File: src/hdl/tgr_pkg.sv
// Shared types, codes and sizes of the touch gesture recognizer.
`default_nettype none
package tgr_pkg;

    localparam int COORD_BITS   = 12;
    localparam int OP_BITS      = 2;
    localparam int TIME_BITS    = 32;
    localparam int MS_BITS      = 16;
    localparam int RADIUS_BITS  = 12;
    localparam int RSQ_BITS     = 2 * RADIUS_BITS;
    localparam int CFG_DATA_BITS = 16;
    localparam int CFG_IDX_BITS = 3;
    localparam int GESTURE_BITS = 3;

    typedef enum logic [OP_BITS-1:0] {
        OP_DOWN = 2'd0,
        OP_MOVE = 2'd1,
        OP_UP   = 2'd2,
        OP_TICK = 2'd3
    } t_op;

    typedef enum logic [GESTURE_BITS-1:0] {
        G_NONE   = 3'd0,
        G_LONG   = 3'd1,
        G_SINGLE = 3'd2,
        G_DOUBLE = 3'd3,
        G_SWIPE  = 3'd4
    } t_gesture;

    typedef enum logic [CFG_IDX_BITS-1:0] {
        CFG_LONG_PRESS_MS = 3'd0,
        CFG_TAP_WINDOW_MS = 3'd1,
        CFG_DRAG_RADIUS   = 3'd2,
        CFG_DTAP_RADIUS   = 3'd3,
        CFG_SWIPE_RADIUS  = 3'd4
    } t_cfg_reg;

    localparam logic [MS_BITS-1:0]  LONG_PRESS_RST = 16'd500;
    localparam logic [MS_BITS-1:0]  TAP_WINDOW_RST = 16'd300;
    localparam logic [RSQ_BITS-1:0] DRAG_SQ_RST    = 24'd2500;
    localparam logic [RSQ_BITS-1:0] DTAP_SQ_RST    = 24'd10000;
    localparam logic [RSQ_BITS-1:0] SWIPE_SQ_RST   = 24'd22500;

endpackage
`default_nettype wire

File: src/hdl/tgr_if.sv
// Valid/ready channel interfaces for touch events and gesture results.
`default_nettype none
interface tgr_event_if #(
    parameter int COORD_BITS = tgr_pkg::COORD_BITS
);
    logic                            valid;
    logic                            ready;
    logic [tgr_pkg::OP_BITS-1:0]     op;
    logic [COORD_BITS-1:0]           pos_x;
    logic [COORD_BITS-1:0]           pos_y;
    logic [tgr_pkg::TIME_BITS-1:0]   time_ms;

    modport source (output valid, op, pos_x, pos_y, time_ms, input ready);
    modport sink   (input valid, op, pos_x, pos_y, time_ms, output ready);
endinterface

interface tgr_gesture_if;
    logic                              valid;
    logic                              ready;
    logic [tgr_pkg::GESTURE_BITS-1:0]  gesture;

    modport source (output valid, gesture, input ready);
    modport sink   (input valid, gesture, output ready);
endinterface
`default_nettype wire

File: src/hdl/touch_gesture_recognizer.sv
// Touch gesture recognizer: event in, one gesture code out per event.
//
//  channel      dir  handshake        payload
//  i_event      in   valid / ready    op, pos_x, pos_y, time_ms
//  o_gesture    out  valid / ready    gesture
//  i_cfg_*      in   write enable     index, data (no read-back)
//
// One event per cycle when ready is high; its gesture appears in the next cycle,
// out of a single output register. One squared-distance unit (two squarings and an
// add) sets the cycle; squared radii are formed when a radius register is written.
// Synchronous active-low reset clears all state and loads the default thresholds.
// i_event.ready stays high while the output register is empty or being taken.
`default_nettype none
module touch_gesture_recognizer #(
    parameter int COORD_BITS = tgr_pkg::COORD_BITS
) (
    input  wire logic                               i_clk,
    input  wire logic                               i_rst_n,
    tgr_event_if.sink                               i_event,
    tgr_gesture_if.source                           o_gesture,
    input  wire logic                               i_cfg_we,
    input  wire logic [tgr_pkg::CFG_IDX_BITS-1:0]   i_cfg_index,
    input  wire logic [tgr_pkg::CFG_DATA_BITS-1:0]  i_cfg_data
);

    localparam int DIST_BITS = 2 * COORD_BITS + 1;
    localparam int CMP_BITS  = (DIST_BITS > tgr_pkg::RSQ_BITS) ? DIST_BITS
                                                                : tgr_pkg::RSQ_BITS;

    logic [tgr_pkg::MS_BITS-1:0]   r_long_press_ms;
    logic [tgr_pkg::MS_BITS-1:0]   r_tap_window_ms;
    logic [tgr_pkg::RSQ_BITS-1:0]  r_drag_sq;
    logic [tgr_pkg::RSQ_BITS-1:0]  r_dtap_sq;
    logic [tgr_pkg::RSQ_BITS-1:0]  r_swipe_sq;

    logic                          r_touching, n_touching;
    logic                          r_drag_active, n_drag_active;
    logic                          r_long_press_seen, n_long_press_seen;
    logic                          r_double_tap_seen, n_double_tap_seen;
    logic                          r_tap_pending, n_tap_pending;
    logic [tgr_pkg::TIME_BITS-1:0] r_start_time, n_start_time;
    logic [tgr_pkg::TIME_BITS-1:0] r_tap_time, n_tap_time;
    logic [COORD_BITS-1:0]         r_start_x, n_start_x;
    logic [COORD_BITS-1:0]         r_start_y, n_start_y;
    logic [COORD_BITS-1:0]         r_tap_x, n_tap_x;
    logic [COORD_BITS-1:0]         r_tap_y, n_tap_y;

    logic                          r_out_valid;
    tgr_pkg::t_gesture             r_gesture, n_gesture;

    logic                          in_xfer;
    tgr_pkg::t_op                  op;
    logic [COORD_BITS-1:0]         ref_x, ref_y, dx, dy;
    logic [DIST_BITS-1:0]          d2;
    logic [CMP_BITS-1:0]           d2_c, drag_c, dtap_c, swipe_c;
    logic [tgr_pkg::TIME_BITS-1:0] since_start, since_tap, win32, long32;
    logic [tgr_pkg::RADIUS_BITS-1:0] cfg_radius;
    logic [tgr_pkg::RSQ_BITS-1:0]  cfg_radius_sq;

    assign in_xfer         = i_event.valid && i_event.ready;
    assign i_event.ready   = !r_out_valid || o_gesture.ready;
    assign o_gesture.valid = r_out_valid;
    assign o_gesture.gesture = r_gesture;
    assign op              = tgr_pkg::t_op'(i_event.op);

    // Distance to the last tap for a down, to the touch start otherwise
    assign ref_x = (op == tgr_pkg::OP_DOWN) ? r_tap_x : r_start_x;
    assign ref_y = (op == tgr_pkg::OP_DOWN) ? r_tap_y : r_start_y;
    assign dx = (i_event.pos_x >= ref_x) ? i_event.pos_x - ref_x : ref_x - i_event.pos_x;
    assign dy = (i_event.pos_y >= ref_y) ? i_event.pos_y - ref_y : ref_y - i_event.pos_y;
    assign d2 = {{(COORD_BITS+1){1'b0}}, dx} * {{(COORD_BITS+1){1'b0}}, dx}
              + {{(COORD_BITS+1){1'b0}}, dy} * {{(COORD_BITS+1){1'b0}}, dy};

    assign d2_c    = CMP_BITS'(d2);
    assign drag_c  = CMP_BITS'(r_drag_sq);
    assign dtap_c  = CMP_BITS'(r_dtap_sq);
    assign swipe_c = CMP_BITS'(r_swipe_sq);

    assign since_start = i_event.time_ms - r_start_time;
    assign since_tap   = i_event.time_ms - r_tap_time;
    assign win32       = tgr_pkg::TIME_BITS'(r_tap_window_ms);
    assign long32      = tgr_pkg::TIME_BITS'(r_long_press_ms);

    assign cfg_radius    = i_cfg_data[tgr_pkg::RADIUS_BITS-1:0];
    assign cfg_radius_sq = {{tgr_pkg::RADIUS_BITS{1'b0}}, cfg_radius}
                         * {{tgr_pkg::RADIUS_BITS{1'b0}}, cfg_radius};

    always_comb begin
        n_touching        = r_touching;
        n_drag_active     = r_drag_active;
        n_long_press_seen = r_long_press_seen;
        n_double_tap_seen = r_double_tap_seen;
        n_tap_pending     = r_tap_pending;
        n_start_time      = r_start_time;
        n_tap_time        = r_tap_time;
        n_start_x         = r_start_x;
        n_start_y         = r_start_y;
        n_tap_x           = r_tap_x;
        n_tap_y           = r_tap_y;
        n_gesture         = tgr_pkg::G_NONE;
        unique case (op)
            tgr_pkg::OP_DOWN: begin
                n_start_x         = i_event.pos_x;
                n_start_y         = i_event.pos_y;
                n_start_time      = i_event.time_ms;
                n_touching        = 1'b1;
                n_drag_active     = 1'b0;
                n_long_press_seen = 1'b0;
                n_double_tap_seen = 1'b0;
                if (r_tap_pending) begin
                    if (since_tap < win32 && d2_c < dtap_c) begin
                        n_double_tap_seen = 1'b1;
                        n_gesture         = tgr_pkg::G_DOUBLE;
                    end else begin
                        n_tap_pending = 1'b0;
                    end
                end
            end
            tgr_pkg::OP_MOVE: begin
                if (d2_c > drag_c) begin
                    n_drag_active = 1'b1;
                end
            end
            tgr_pkg::OP_UP: begin
                n_touching    = 1'b0;
                n_drag_active = 1'b0;
                priority if (r_double_tap_seen || r_long_press_seen) begin
                    n_gesture = tgr_pkg::G_NONE;
                end else if (r_drag_active && d2_c > swipe_c) begin
                    n_gesture = tgr_pkg::G_SWIPE;
                end else if (since_start < win32 && d2_c < drag_c) begin
                    n_tap_pending = 1'b1;
                    n_tap_time    = i_event.time_ms;
                    n_tap_x       = i_event.pos_x;
                    n_tap_y       = i_event.pos_y;
                end else begin
                    n_gesture = tgr_pkg::G_NONE;
                end
            end
            tgr_pkg::OP_TICK: begin
                priority if (r_touching && !r_drag_active && !r_long_press_seen &&
                             !r_double_tap_seen && since_start > long32) begin
                    n_long_press_seen = 1'b1;
                    n_gesture         = tgr_pkg::G_LONG;
                end else if (r_tap_pending && !r_double_tap_seen && since_tap > win32) begin
                    n_tap_pending = 1'b0;
                    n_gesture     = tgr_pkg::G_SINGLE;
                end else begin
                    n_gesture = tgr_pkg::G_NONE;
                end
            end
            default: begin
                n_gesture = tgr_pkg::G_NONE;
            end
        endcase
    end

    always_ff @(posedge i_clk) begin
        if (!i_rst_n) begin
            r_long_press_ms <= tgr_pkg::LONG_PRESS_RST;
            r_tap_window_ms <= tgr_pkg::TAP_WINDOW_RST;
            r_drag_sq       <= tgr_pkg::DRAG_SQ_RST;
            r_dtap_sq       <= tgr_pkg::DTAP_SQ_RST;
            r_swipe_sq      <= tgr_pkg::SWIPE_SQ_RST;
        end else if (i_cfg_we) begin
            unique case (i_cfg_index)
                tgr_pkg::CFG_LONG_PRESS_MS: r_long_press_ms <= i_cfg_data;
                tgr_pkg::CFG_TAP_WINDOW_MS: r_tap_window_ms <= i_cfg_data;
                tgr_pkg::CFG_DRAG_RADIUS:   r_drag_sq       <= cfg_radius_sq;
                tgr_pkg::CFG_DTAP_RADIUS:   r_dtap_sq       <= cfg_radius_sq;
                tgr_pkg::CFG_SWIPE_RADIUS:  r_swipe_sq      <= cfg_radius_sq;
                default: begin
                end
            endcase
        end
    end

    always_ff @(posedge i_clk) begin
        if (!i_rst_n) begin
            r_touching        <= 1'b0;
            r_drag_active     <= 1'b0;
            r_long_press_seen <= 1'b0;
            r_double_tap_seen <= 1'b0;
            r_tap_pending     <= 1'b0;
            r_start_time      <= '0;
            r_tap_time        <= '0;
            r_start_x         <= '0;
            r_start_y         <= '0;
            r_tap_x           <= '0;
            r_tap_y           <= '0;
            r_out_valid       <= 1'b0;
            r_gesture         <= tgr_pkg::G_NONE;
        end else begin
            if (in_xfer) begin
                r_touching        <= n_touching;
                r_drag_active     <= n_drag_active;
                r_long_press_seen <= n_long_press_seen;
                r_double_tap_seen <= n_double_tap_seen;
                r_tap_pending     <= n_tap_pending;
                r_start_time      <= n_start_time;
                r_tap_time        <= n_tap_time;
                r_start_x         <= n_start_x;
                r_start_y         <= n_start_y;
                r_tap_x           <= n_tap_x;
                r_tap_y           <= n_tap_y;
                r_gesture         <= n_gesture;
                r_out_valid       <= 1'b1;
            end else if (o_gesture.ready) begin
                r_out_valid <= 1'b0;
            end
        end
    end

`ifndef NO_ASSERTIONS
    a_dtap_needs_pending: assert property (@(posedge i_clk) disable iff (!i_rst_n)
        r_double_tap_seen |-> r_tap_pending)
        else $error("double tap flagged without a pending tap");

    a_long_excludes_dtap: assert property (@(posedge i_clk) disable iff (!i_rst_n)
        !(r_long_press_seen && r_double_tap_seen))
        else $error("long press and double tap flagged together");

    a_dtap_only_on_down: assert property (@(posedge i_clk) disable iff (!i_rst_n)
        (in_xfer && op != tgr_pkg::OP_DOWN) |=> r_gesture != tgr_pkg::G_DOUBLE)
        else $error("double tap reported for an event other than down");

    a_swipe_only_on_up: assert property (@(posedge i_clk) disable iff (!i_rst_n)
        (in_xfer && op != tgr_pkg::OP_UP) |=> r_gesture != tgr_pkg::G_SWIPE)
        else $error("swipe reported for an event other than up");
`endif

endmodule
`default_nettype wire
File: src/flat_wrapper.sv
// flat-port wrapper written by rule: the top's interface ports become plain ports
module touch_gesture_recognizer_flat 
#(
    parameter int COORD_BITS = tgr_pkg::COORD_BITS
)
  (i_clk, i_rst_n, i_cfg_we, i_cfg_index, i_cfg_data, i_event_valid, i_event_op, i_event_pos_x, i_event_pos_y, i_event_time_ms, i_event_ready, o_gesture_valid, o_gesture_gesture, o_gesture_ready);
  tgr_event_if #(.COORD_BITS(COORD_BITS)) i_event_i ();
  tgr_gesture_if o_gesture_i ();
  input  wire logic i_clk;
  input  wire logic i_rst_n;
  input  wire logic i_cfg_we;
  input  wire logic [tgr_pkg::CFG_IDX_BITS-1:0] i_cfg_index;
  input  wire logic [tgr_pkg::CFG_DATA_BITS-1:0] i_cfg_data;
  input wire logic [$bits(i_event_i.valid)-1:0] i_event_valid;
  input wire logic [$bits(i_event_i.op)-1:0] i_event_op;
  input wire logic [$bits(i_event_i.pos_x)-1:0] i_event_pos_x;
  input wire logic [$bits(i_event_i.pos_y)-1:0] i_event_pos_y;
  input wire logic [$bits(i_event_i.time_ms)-1:0] i_event_time_ms;
  output wire logic [$bits(i_event_i.ready)-1:0] i_event_ready;
  output wire logic [$bits(o_gesture_i.valid)-1:0] o_gesture_valid;
  output wire logic [$bits(o_gesture_i.gesture)-1:0] o_gesture_gesture;
  input wire logic [$bits(o_gesture_i.ready)-1:0] o_gesture_ready;
  assign i_event_i.valid = i_event_valid;
  assign i_event_i.op = i_event_op;
  assign i_event_i.pos_x = i_event_pos_x;
  assign i_event_i.pos_y = i_event_pos_y;
  assign i_event_i.time_ms = i_event_time_ms;
  assign i_event_ready = i_event_i.ready;
  assign o_gesture_valid = o_gesture_i.valid;
  assign o_gesture_gesture = o_gesture_i.gesture;
  assign o_gesture_i.ready = o_gesture_ready;
  touch_gesture_recognizer #(.COORD_BITS(COORD_BITS)) u_core (.i_clk(i_clk), .i_rst_n(i_rst_n), .i_event(i_event_i), .o_gesture(o_gesture_i), .i_cfg_we(i_cfg_we), .i_cfg_index(i_cfg_index), .i_cfg_data(i_cfg_data));
endmodule
File: config.mk
export PLATFORM = sky130hd
export DESIGN_NAME = touch_gesture_recognizer_flat
export DESIGN_NICKNAME = d
export VERILOG_FILES = /design/src/hdl/tgr_pkg.sv /design/src/hdl/tgr_if.sv /design/src/hdl/touch_gesture_recognizer.sv /design/src/flat_wrapper.sv
export SDC_FILE = /design/constraint.sdc
export NUM_CORES = 2
export LEC_CHECK = 0
export BUFFER_PORTS_ARGS = -buffer_cell sky130_fd_sc_hd__buf_2
export CAP_MARGIN = 30
export CORE_UTILIZATION = 50
export DETAILED_ROUTE_END_ITERATION = 6
export PLACE_DENSITY = 0.69
export SLEW_MARGIN = 20
export SYNTH_ARGS = -nofsm -noshare
export SYNTH_HDL_FRONTEND = slang
export SYNTH_SLANG_ARGS = --single-unit
File: constraint.sdc
create_clock -name i_clk -period 24.7 [get_ports i_clk]
set_clock_uncertainty 0.15 [all_clocks]
set_input_delay 3.705 -clock i_clk [delete_from_list [all_inputs] [get_ports i_clk]]
set_output_delay 3.705 -clock i_clk [all_outputs]
set_load 0.01 [all_outputs]
==> out/metrics.cfg <==
[synthesis]
ys_warn_count = 0
syn_avg_cell_area_um2 = 8.04
syn-num-nets = 4275
synth_async_sr_flop_share_pct = 0
synth_edf_count = 0
yosys.cell_count.top_type = inv_1
synthTopCellsByArea = fa_1 20%, ha_1 17%, dfxtp_1 16%
synth_seq_area_share_pct = 15.7
synth.cell_area_mm2 = 0.0283
yosys.area.top_type_share_pct = 20.2
ys_ff_latch = 222
synth.distinct_cells = 76
synthCells = 3522
synth_ff_type = dfxtp_1
synth_common_cells = 631 x inv_1, 426 x nand2_1, 385 x ha_1
synth_top_cell_by_area = fa_1

[timing]
drv_slew = 0
worst_pin_slew_ns = 0.941
maxSlewHeadroom_pct = 37.0
hold_violations = 0
setup_violations = 0
worst_slack_ns = 7.66
fin_crit_sh_pct = 69.0
fmax_mhz = 58.7
fin_setup_tns_ns = 0
finalCriticalPeriod_ns = 17.04
rsz0062_at_grt = no

[grt]
grtUsageMet3_pct = 2.56
gr-total-overflow = 0
met1_usage_pct = 33.5
grt_pass1_wl_mm = 116
grt_pass1_vias = 23000
grt.total_usage_pct = 24.7
grt_busiest_layer = met2
grt_max_degree = 93
grtUsageMet2_pct = 41.9
antenna_found_initial = 0

[cts]
clock_latency_ns = 0.56
cts_root_buf = clkbuf_16
cts.repair.resized = 0
postCtsHoldBufs = 0
cts_sinks = 222
cts_setup_buffers = 0
cts.clk_slew.worst_paths_ns = 0.06
numCtsBuffers = 28
htreeDepth = 1
cts_buffer_depth = 3
tritoncts = built

[drt]
drtPass1Iterations = 5
first_iter_violations = 1108
drc = 0
vias_per_cell = 5.38
num_vias = 23200
routedWlPerCell_um = 15.8
drtAntennaViolNets = 0
wirelength_mm = 68.3

[finish]
syn2layout_area_growth_pct = 7.34
drive_gt1_share_pct = 6.62
final_cells = 4315
final_cell_area_mm2 = 0.0304
nNetsFinal = 4301
diodes = 0

[die]
dieArea_mm2 = 0.0576
die_w_um = 240
fp.coreArea_mm2 = 0.0555
ios = 87
rows = 86
die_y_um = 240
start_util_pct = 51.0

[worst_setup_path]
endpoint = u_core.r_tap_time[10]
r2r_slack_ns = 11.24
cpPeakStageDelay_ns = 0.82
crit_slowest_cell = or4b_4
critPathLaunch = i_event_op[1]
cpMostUsedCell = inv_1
arrival_ns = 17.30
r2r-end = u_core.r_tap_time[10]
critPathMaxFanout = 57
reg2regPathDepth = 50
regToRegStartpoint = u_core.r_tap_y[2]
cp-end-kind = register
path_class = in2reg
worstPathRequired_ns = 24.95
start_kind = input port

[run]
max_cap_violations = 0

[placement]
dp_cells = 4266
dp_hpwl_mm = 55.0
portBuffers = 86
dp_slack_ns = 7.17
dpl_cell_area_mm2 = 0.0295
gp_congestion = 0.908

[min_path]
min_path_cells = 2
hold_class = reg2reg

[status]
outcome = finished, final reports clean

metrics by stage:
stage,util (%),hold slack (ns)
3_3_place_gp,53.0,0.290
4_1_cts,54.8,0.302
5_1_grt,54.8,0.315
6_report,54.8,0.302
3_5_place_dp,53.1,0.294
2_1_floorplan,-,0.284
state kept, by name (all words and copies together), names as in the netlist, 3 cells and up:
register / flops
u_core.r_start_time: 32
u_core.r_tap_time: 32
u_core.r_drag_sq: 23
u_core.r_dtap_sq: 23
u_core.r_swipe_sq: 23
u_core.r_long_press_ms: 16
u_core.r_tap_window_ms: 16
u_core.r_start_x: 12
u_core.r_start_y: 12
u_core.r_tap_x: 12
u_core.r_tap_y: 12
u_core.o_gesture.gesture: 3
cells by family (layout without fill, tap and decap cells):
group / after synthesis / count (layout) / synth area share [%]
fa+ha+maj: 671 / 671 / 37.2
mux: 51 / 51 / 1.92
buf+inv: 757 / 802 / 10.2
compound gates: 751 / 751 / 16.2
simple gates: 971 / 971 / 15.7
xor+xnor: 99 / 99 / 3.06
flops: 222 / 222 / 15.7
worst min-delay path by stage:
stage	start	endpoint	slack, ns
2_1_floorplan	u_core.r_start_x[1]	u_core.r_start_x[1]	0.28
3_3_place_gp	u_core.r_start_y[3]	u_core.r_start_y[3]	0.29
3_5_place_dp	u_core.r_start_y[5]	u_core.r_start_y[5]	0.29
4_1_cts	u_core.r_start_y[5]	u_core.r_start_y[5]	0.30
5_1_grt	u_core.r_start_x[10]	u_core.r_start_x[10]	0.32
6_report	u_core.r_start_y[2]	u_core.r_start_y[2]	0.30
routing by layer:
metal	part of all wire (%)	vias up
met5	0	-
met4	2.2	0
met3	4.4	94
met2	48	486
met1	46	11000
li1	-	11600
layout make-up:
type                    count  area [um2]
multi-input cells        2543       21000
repair buffers            118         706
inverters                 635        2390
fillers                  5330       25100
flip-flops and latches    222        4440
clock inverters            14         146
well taps                 748         936
clock buffers              35         758
layout by cell type, fill, tap and decap left out, types with 18 or more instances in the layout:
cell type and n:
xnor2_1 61, xor2_1 38, and2_1 56, ha_1 385, o21ai_0 119, o21ai_1 33, fa_1 286, nand4_1 36
mux2_2 27, nand3_1 40, a211oi_1 20, or2_2 26, clkbuf_16 29, dfxtp_1 222, buf_4 29, a21oi_1 302
mux2i_1 24, nand2_1 424, nor2b_1 27, buf_2 86, nor3_1 32, o21a_1 18, o211ai_1 43, nand2b_1 50
inv_1 631, nor2_1 210, a21o_1 81, o21bai_1 19
worst max-delay path, delay by kind of cell:
| kind | cells | cell delay, ns |
|---|---|---|
| compound gates | 20 | 5.06 |
| fa+ha+maj | 10 | 4.24 |
| simple gates | 8 | 1.72 |
| buf+inv | 11 | 1.52 |
| mux | 2 | 0.62 |
| xor+xnor | 2 | 0.34 |
Power is not shown: default switching activity piles up to over one toggle a cycle in this logic, so the estimate is an artifact.
